`src/tss_pkg.sv`:
```
// Shared constants, codes and types for the tabulated spectrum sampler.
`default_nettype none
package tss_pkg;

  localparam int TABLE_DEPTH = 256;
  localparam int ADDR_W      = $clog2(TABLE_DEPTH);
  localparam int CNT_W       = $clog2(TABLE_DEPTH + 1);
  localparam int CFG_IDX_W   = 8;

  localparam logic [2:0] MODE_CDF    = 3'd0;
  localparam logic [2:0] MODE_LINES  = 3'd1;
  localparam logic [2:0] MODE_HIST   = 3'd2;
  localparam logic [2:0] MODE_INTERP = 3'd3;
  localparam logic [2:0] MODE_RANGE  = 3'd4;

  localparam logic CMD_WRITE  = 1'b0;
  localparam logic CMD_SAMPLE = 1'b1;

  localparam logic [1:0] ST_OK   = 2'd0;
  localparam logic [1:0] ST_LOW  = 2'd1;
  localparam logic [1:0] ST_HIGH = 2'd2;

  localparam logic [CFG_IDX_W-1:0] REG_MODE  = CFG_IDX_W'(0);
  localparam logic [CFG_IDX_W-1:0] REG_COUNT = CFG_IDX_W'(1);
  localparam logic [CFG_IDX_W-1:0] REG_EMIN  = CFG_IDX_W'(2);
  localparam logic [CFG_IDX_W-1:0] REG_EMAX  = CFG_IDX_W'(3);

  typedef enum logic [4:0] {
    OP_NONE,
    OP_LOAD,
    OP_SCAN_RD,
    OP_SCAN_TEST,
    OP_CLAMP,
    OP_FETCH_A,
    OP_FETCH_B,
    OP_FETCH_C,
    OP_FRAC_U1,
    OP_FRAC_U2,
    OP_FRAC_ZERO,
    OP_FRAC_ONE,
    OP_FRAC_QUO,
    OP_CDF_DIV_INIT,
    OP_R_DIV_INIT,
    OP_DIV_STEP,
    OP_MUL_FA_SQ,
    OP_MUL_FB_SQ,
    OP_SQ_SAVE,
    OP_MUL_LO_W1,
    OP_MUL_HI_W1,
    OP_MUL_LO_U2,
    OP_MUL_HI_U2,
    OP_ACC_SHR,
    OP_ACC_FULL,
    OP_SQRT_INIT,
    OP_SQRT_STEP,
    OP_MUL_R,
    OP_LERP_MUL,
    OP_FIN_LERP,
    OP_FIN_LINE,
    OP_FIN_ZERO
  } dp_op_t;

  typedef struct packed {
    logic [2:0] mode;
    logic       hit;
    logic       k_last;
    logic       den_zero;
    logic       num_ge_den;
    logic       pa_eq_pb;
    logic       c_zero;
    logic       r_sat;
  } dp_stat_t;

endpackage
`default_nettype wire

```
`src/tss_ctrl.sv`:
```
// Controller: sequences scan, fetch, arithmetic and result handoff for one item.
`default_nettype none
module tss_ctrl
  import tss_pkg::*;
(
  input  wire logic     clk,
  input  wire logic     rst,
  input  wire logic     item_valid,
  input  wire logic     item_command,
  output      logic     item_ready,
  output      logic     result_valid,
  input  wire logic     result_ready,
  input  wire dp_stat_t stat,
  output      dp_op_t   op
);

  typedef enum logic [5:0] {
    S_IDLE, S_DISPATCH, S_SCAN_RD, S_SCAN_TEST, S_CLAMP, S_FETCH_A, S_FETCH_B,
    S_FETCH_C, S_BRANCH, S_SET_U1, S_SET_U2, S_SET_ZERO, S_SET_ONE, S_SET_QUO,
    S_CDF_INIT, S_DIV_STEP, S_MUL_FA, S_SAVE_A, S_LO_W1, S_SHR_A, S_HI_W1,
    S_FULL_A, S_MUL_FB, S_SAVE_B, S_LO_U2, S_SHR_B, S_HI_U2, S_FULL_B,
    S_SQRT_INIT, S_SQRT_STEP, S_MUL_R, S_R_CHECK, S_R_INIT, S_LERP_MUL, S_FIN
  } state_t;

  state_t     state;
  logic [4:0] cnt;
  dp_op_t     fin_op;
  logic       fin_go;

  assign item_ready = (state == S_IDLE);
  assign fin_go     = (state == S_FIN) && (!result_valid || result_ready);

  always_comb begin
    unique case (state)
      S_IDLE:      op = (item_valid) ? OP_LOAD : OP_NONE;
      S_SCAN_RD:   op = OP_SCAN_RD;
      S_SCAN_TEST: op = OP_SCAN_TEST;
      S_CLAMP:     op = OP_CLAMP;
      S_FETCH_A:   op = OP_FETCH_A;
      S_FETCH_B:   op = OP_FETCH_B;
      S_FETCH_C:   op = OP_FETCH_C;
      S_SET_U1:    op = OP_FRAC_U1;
      S_SET_U2:    op = OP_FRAC_U2;
      S_SET_ZERO:  op = OP_FRAC_ZERO;
      S_SET_ONE:   op = OP_FRAC_ONE;
      S_SET_QUO:   op = OP_FRAC_QUO;
      S_CDF_INIT:  op = OP_CDF_DIV_INIT;
      S_DIV_STEP:  op = OP_DIV_STEP;
      S_MUL_FA:    op = OP_MUL_FA_SQ;
      S_SAVE_A, S_SAVE_B: op = OP_SQ_SAVE;
      S_LO_W1:     op = OP_MUL_LO_W1;
      S_HI_W1:     op = OP_MUL_HI_W1;
      S_SHR_A, S_SHR_B:   op = OP_ACC_SHR;
      S_FULL_A, S_FULL_B: op = OP_ACC_FULL;
      S_MUL_FB:    op = OP_MUL_FB_SQ;
      S_LO_U2:     op = OP_MUL_LO_U2;
      S_HI_U2:     op = OP_MUL_HI_U2;
      S_SQRT_INIT: op = OP_SQRT_INIT;
      S_SQRT_STEP: op = OP_SQRT_STEP;
      S_MUL_R:     op = OP_MUL_R;
      S_R_INIT:    op = OP_R_DIV_INIT;
      S_LERP_MUL:  op = OP_LERP_MUL;
      S_FIN:       op = fin_go ? fin_op : OP_NONE;
      default:     op = OP_NONE;
    endcase
  end

  always_ff @(posedge clk) begin
    if (rst) begin
      state        <= S_IDLE;
      result_valid <= 1'b0;
      cnt          <= '0;
      fin_op       <= OP_FIN_ZERO;
    end else begin
      if (fin_go) begin
        result_valid <= 1'b1;
      end else if (result_ready) begin
        result_valid <= 1'b0;
      end
      unique case (state)
        S_IDLE: if (item_valid && item_command == CMD_SAMPLE) state <= S_DISPATCH;
        S_DISPATCH: begin
          fin_op <= OP_FIN_LERP;
          if (stat.mode == MODE_CDF || stat.mode == MODE_LINES ||
              stat.mode == MODE_HIST || stat.mode == MODE_INTERP) begin
            state <= S_SCAN_RD;
          end else if (stat.mode == MODE_RANGE) begin
            state <= S_SET_U1;
          end else begin
            fin_op <= OP_FIN_ZERO;
            state  <= S_FIN;
          end
        end
        S_SCAN_RD:   state <= S_SCAN_TEST;
        S_SCAN_TEST: state <= (stat.hit || stat.k_last) ? S_CLAMP : S_SCAN_RD;
        S_CLAMP:     state <= S_FETCH_A;
        S_FETCH_A:   state <= S_FETCH_B;
        S_FETCH_B:   state <= S_FETCH_C;
        S_FETCH_C:   state <= S_BRANCH;
        S_BRANCH: begin
          priority if (stat.mode == MODE_LINES) begin
            fin_op <= OP_FIN_LINE;
            state  <= S_FIN;
          end else if (stat.mode == MODE_HIST) begin
            state <= S_SET_U2;
          end else if (stat.mode == MODE_CDF) begin
            if (stat.den_zero)        state <= S_SET_ZERO;
            else if (stat.num_ge_den) state <= S_SET_ONE;
            else                      state <= S_CDF_INIT;
          end else begin
            state <= stat.pa_eq_pb ? S_SET_U2 : S_MUL_FA;
          end
        end
        S_SET_U1, S_SET_U2, S_SET_ZERO, S_SET_ONE, S_SET_QUO: state <= S_LERP_MUL;
        S_CDF_INIT, S_R_INIT: begin
          cnt   <= '0;
          state <= S_DIV_STEP;
        end
        S_DIV_STEP: begin
          cnt <= cnt + 5'd1;
          if (cnt == 5'd31) state <= S_SET_QUO;
        end
        S_MUL_FA:    state <= S_SAVE_A;
        S_SAVE_A:    state <= S_LO_W1;
        S_LO_W1:     state <= S_SHR_A;
        S_SHR_A:     state <= S_HI_W1;
        S_HI_W1:     state <= S_FULL_A;
        S_FULL_A:    state <= S_MUL_FB;
        S_MUL_FB:    state <= S_SAVE_B;
        S_SAVE_B:    state <= S_LO_U2;
        S_LO_U2:     state <= S_SHR_B;
        S_SHR_B:     state <= S_HI_U2;
        S_HI_U2:     state <= S_FULL_B;
        S_FULL_B:    state <= S_SQRT_INIT;
        S_SQRT_INIT: begin
          cnt   <= '0;
          state <= S_SQRT_STEP;
        end
        S_SQRT_STEP: begin
          cnt <= cnt + 5'd1;
          if (cnt == 5'd31) state <= S_MUL_R;
        end
        S_MUL_R:     state <= S_R_CHECK;
        S_R_CHECK: begin
          if (stat.c_zero)     state <= S_SET_ZERO;
          else if (stat.r_sat) state <= S_SET_ONE;
          else                 state <= S_R_INIT;
        end
        S_LERP_MUL:  state <= S_FIN;
        S_FIN:       if (fin_go) state <= S_IDLE;
        default:     state <= S_IDLE;
      endcase
    end
  end

endmodule
`default_nettype wire

```
`config.mk`:
```
export PLATFORM = sky130hd
export DESIGN_NAME = tss_ctrl
export DESIGN_NICKNAME = d
export VERILOG_FILES = /design/src/tss_pkg.sv /design/src/tss_ctrl.sv
export SDC_FILE = /design/constraint.sdc
export NUM_CORES = 1
export LEC_CHECK = 0
export ABC_AREA = 1
export BUFFER_PORTS_ARGS = -buffer_cell sky130_fd_sc_hd__buf_2
export CELL_PAD_IN_SITES_DETAIL_PLACEMENT = 1
export CELL_PAD_IN_SITES_GLOBAL_PLACEMENT = 2
export CORE_MARGIN = 5
export CORE_UTILIZATION = 32
export CTS_BUF_LIST = sky130_fd_sc_hd__clkbuf_8
export DETAILED_ROUTE_END_ITERATION = 8
export MAX_ROUTING_LAYER = met4
export PLACE_DENSITY = 0.88
export SYNTH_ARGS = -nofsm -noshare
export SYNTH_HDL_FRONTEND = slang
export SYNTH_SLANG_ARGS = --single-unit
export TNS_END_PERCENT = 5
```
`constraint.sdc`:
```
create_clock -name clk -period 4.7 [get_ports clk]
set_clock_uncertainty 0.05 [all_clocks]
set_input_delay 0.235 -clock clk [delete_from_list [all_inputs] [get_ports clk]]
set_output_delay 0.235 -clock clk [all_outputs]
set_load 0.005 [all_outputs]
```
## Yosys cells after proc, flatten, opt, wreduce, memory -nomap -nowiden

Cells that the tools add are included.

- Flip-flop bits (word level): 17

- Mux-type cells: 26
- Equal/unequal tests: 44
- Reductions and logical operators: 22
- Add/subtract/negate cells: 1

Operators by type and width:

| cell | number |
|---|---|
| one-hot mux 6 bit (30 select lines) | 1 |
| one-hot mux 5 bit (29 select lines) | 1 |
| equality test 6 x 5 -> 1 bit (second input constant) | 16 |
| 2-to-1 mux 6 bit | 11 |
| equality test 6 x 4 -> 1 bit (second input constant) | 8 |
| equality test 6 x 3 -> 1 bit (second input constant) | 4 |
| one-hot mux 5 bit (2 select lines) | 2 |
| equality test 6 bit (second input constant) | 3 |
| 2-to-1 mux 5 bit | 3 |
| equality test 6 x 2 -> 1 bit (second input constant) | 2 |
| OR reduction 2 bit | 5 |
| inequality test 2 bit (second input constant) | 4 |
| equality test 3 x 2 -> 1 bit (second input constant) | 2 |
| equality test 6 x 1 -> 1 bit (second input constant) | 1 |
| logical NOT 6 bit | 1 |
| 2-to-1 mux 2 bit | 3 |
| 2-to-1 mux 3 bit | 2 |
| nonzero test 2 bit | 3 |
| adder 5 x 1 -> 5 bit (second input constant) | 1 |
| equality test 5 bit (second input constant) | 1 |
| logical OR 1 bit | 5 |
| OR reduction 5 bit | 1 |
| AND reduction 4 bit | 1 |
| equality test 3 x 1 -> 1 bit (second input constant) | 1 |
| other kinds (8) | 11 |

## Depth between registers and ports, before layout

- Word-level depth: 6
- Gate-level depth with buffers: 11
- Depth with buffers taken out: 11

## Worst setup path after synthesis

No wires, ideal clock.

- Path type: register -> output
- From: register state[5]
- To: output op[1]
- Setup slack: 3.101 ns
- Arrival: 1.314 ns
- Stages on the path, launching flop included: 10
- Cell sequence: dfxtp_1 -> nor2_4 -> buf_2 -> inv_1 -> nor2_1 -> inv_1 -> nand2_1 -> nor2_1 -> nand4_1 -> or2_2

- Longest elaborated chain between the ends: 4
- Elaborated cells on any way between the ends: 38
- Those cells by class: 31 x eq/ne; 2 x mux; 5 x reduce/logical

Ends and longest elaborated chain:

| element | RTL line | source |
|---|---|---|
| from (decl) | tss_ctrl.sv:25 | `state_t state;` |
| from (signal assigned) | tss_ctrl.sv:95 | `S_SCAN_TEST: state <= (stat.hit \|\| stat.k_last) ? S_CLAMP : S_SCAN_RD;` |
| from (signal assigned) | tss_ctrl.sv:111 | `state <= stat.pa_eq_pb ? S_SET_U2 : S_MUL_FA;` |
| equality test 6 bit | tss_ctrl.sv:31, tss_ctrl.sv:34 |  |
| logical AND 1 bit | tss_ctrl.sv:31 | `assign fin_go = (state == S_FIN) && (!result_valid \|\| result_ready);` |
| 2-to-1 mux 5 bit | tss_ctrl.sv:63 | `S_FIN: op = fin_go ? fin_op : OP_NONE;` |
| one-hot mux 5 bit (29 select lines) * | tss_ctrl.sv:34 | `unique case (state)` |
| to (decl) | tss_ctrl.sv:14 | `output dp_op_t op` |

Every way passes the cells marked *; elsewhere a longest branch is shown, timed or not.

## Worst setup path in the final report

- From: register state[1]
- To: output op[1]

Same word-level chain as after synthesis.

==> reports/summary.txt <==
Share of layout cells above drive strength 1: 18.3%
Vias: 1810
CP Class: register to output port
Fmax: 0.460 GHz
Postcts setup bufs: 0
Pwr Density: 356 nW/um^2
Max cap viols: 0
CP Cell Sequence: inv_1 -> nor2_2 -> nand3_1 -> nand2_1 -> nor2_1 -> nand4_1 -> or2_2 -> buf_2
Post-DR wirelength/cell: 15.4 um
# rows: 25
CP top delay family: simple AND/OR/NAND/NOR gates
Fin Setup TNS: 0 ps
Num CTS Buffers: 3
Post-synth ARST share: 0%
Crit-path max cell delay: 440 ps
Hold Crit Class: input port to register
Syn_area_per_cell: 5.66 um^2
Initial Util: 32.4%
Crit. End Element: output port
Final setup vio count: 0
Vias in the first global route: 1860
RR Startpoint: state[2]$_SDFFE_PP0P_
Global-route wire length before repair: 8.76 mm
Synth cell types: 31
Drt first-iter violations: 159
Outcome: finished, final reports clean
Final hold vios: 0
IO buf count: 21
Hold buffers post-CTS: 0
Routed WL: 5.30 mm
Most used DFF post-synth: dfxtp_1
VDD IR max: 0.000134 V
GR Overflow Total: 0
Pleak: 0.947 nW
Placed Cells: 339
Largest net degree at the start of global routing: 17
GRT Util Overall: 18.5%
Post-Syn Nets: 284
Unrepaired setup endpoints after global routing: no
Max Slew Vio Count: 0
Fin cells: 343
Tmin final: 2170 ps
CTS H-Tree Depth: 1
CTS Root Cell: clkbuf_8
Worst slack at placement: 2830 ps
Longest Clk Path Bufs: 2
Initial antenna violation count: 0
Seq cells post-synth: 14
Final WS setup: 2530 ps
Die area: 6190 um^2
Worst path bufs/invs: 2
P&R area growth vs syn: 14.0%
Syn Inst Count: 267
CTS tree: yes
Crit path DAT: 1890 ps
Pin slew with the least headroom to its limit: 483 ps
Max_slew headroom: 67.7%
Core area: 4660 um^2
Crit share post-route: 46.2%
Top-level I/O count: 22
Hold_sp: rst
Seq/Total Area, Yosys: 18.6%
N_diodes: 0
Fin area: 1720 um^2
Post-synth EDFFs: 0
Clock sink count: 14
Clock Pin Slew Worst Setup and Hold Paths: 70 ps
Crit start category: register
Final Wtd Congestion: 0.979
Nets@finish: 307
Antenna viol nets, final: 0
Ys Warns: 0
Crit path launch: state[1]$_SDFFE_PP0P_
DP HPWL: 4.58 mm
Die Height: 78.7 um
Required time worst endpoint: 4410 ps
DR vias/cell: 5.28
CP max stage cell: dfxtp_1
Post-DP Area: 1670 um^2
DRC viols: 0
DR pass1 iterations: 4
Worst Path Max Fanout: 7
Syn Std Cell Area: 1510 um^2
Worst skew pair latency: 260 ps
Post-CTS sizing: 0
Die Width: 78.7 um
[cell usage in the layout (no fill, tap or decap)]
cell | synthesis | routed
nand3_4 | 1 | 1
nor3b_1 | 2 | 2
buf_2 | 1 | 21
nor2_1 | 40 | 40
nor3_2 | 1 | 1
o21ai_0 | 4 | 4
a31oi_1 | 2 | 2
a211oi_1 | 1 | 1
inv_1 | 34 | 34
nor2_4 | 4 | 4
o21bai_1 | 1 | 1
nand4_1 | 11 | 11
or2_4 | 1 | 1
nor2_2 | 7 | 7
nand3_1 | 33 | 33
nand3_2 | 2 | 2
a41oi_1 | 1 | 1
o21a_1 | 2 | 2
a21oi_1 | 12 | 12
nand2_1 | 62 | 62
or2_2 | 1 | 1
nand2_2 | 1 | 1
dfxtp_1 | 14 | 14
nor3_1 | 13 | 13
xor2_1 | 2 | 2
inv_2 | 7 | 7
ha_1 | 2 | 2
nand2_4 | 2 | 2
a21oi_2 | 1 | 1
clkbuf_8 | 0 | 4
[kinds of logic (layout without fill, tap and decap cells)]
logic type	count (synthesis)	after routing	share of synthesized area (%)
simple gates	181	181	58.1
buf+inv	44	66	11.3
compound gates	24	24	9.28
flops	14	14	18.6
fa+ha+maj	2	2	1.66
xor+xnor	2	2	1.16
[cells in the mapped netlist (4+ instances only)]
master | n | area [um^2]
nand2_1 | 62 | 233
nor2_1 | 40 | 150
inv_1 | 34 | 128
nand3_1 | 33 | 165
dfxtp_1 | 14 | 280
nor3_1 | 13 | 65.1
a21oi_1 | 12 | 60.1
nand4_1 | 11 | 68.8
inv_2 | 7 | 26.3
nor2_2 | 7 | 43.8
nor2_4 | 4 | 45.0
o21ai_0 | 4 | 20.0
[routing by layer]
layer | GRT usage (%) | part of all wire, % | wire length [um]
met1 | 23.3 | 45 | 2370
met5 | - | 0 | 0
met2 | 29.9 | 47 | 2520
met3 | 2.83 | 4.8 | 255
met4 | 7.17 | 2.9 | 154
[worst reg2reg max path, stage by stage, from the launching register on]
cell,delay [ps]
dfxtp_1,350
nor2_1,410
nand3_1,290
nand2_1,180
nor2_1,90
inv_2,90
nor2_4,50
nor2_2,90
xor2_1,150
nor2_1,50
[state kept, by name (all words and copies together) (netlist names)]
name / flops
state: 6
result_valid: 1
fin_op: 2
cnt: 5
[worst paths after layout]
path / slack, ps / to / cells past startpoint
max: 2530 / op[1] / 8
min: 200 / state[1]$_SDFFE_PP0P_ / 2
max reg2reg: 2790 / cnt[3]$_SDFFE_PP0P_ / 9
min reg2reg: 420 / cnt[4]$_SDFFE_PP0P_ / 2
[through the flow]
step / power (mW) / utilization, % / hold WS [ps]
floorplan: 0.381 / - / 379
global route: 0.663 / 36.9 / 210
global placement: 0.491 / 35.8 / 402
finish: 0.613 / 36.9 / 201
CTS: 0.618 / 36.9 / 205
detailed placement: 0.492 / 35.8 / 412
[power breakdown]
group | switching, mW | internal [mW] | leakage [nW] | total (mW)
Sequential | 0.0220 | 0.135 | 0.113 | 0.157
Combinational | 0.222 | 0.109 | 0.805 | 0.330
Clock | 0.0510 | 0.0744 | 0.0288 | 0.125
Total | 0.295 | 0.318 | 0.947 | 0.613
[cell type report]
class,count,area (um^2)
Clock buffer,4,55.1
Fill cell,661,2940
Inverter,41,154
Multi-Input combinational cell,209,1060
Sequential cell,14,280
Tap cell,54,67.6
Timing Repair Buffer,21,105
Power figures use the tool's default switching activity.
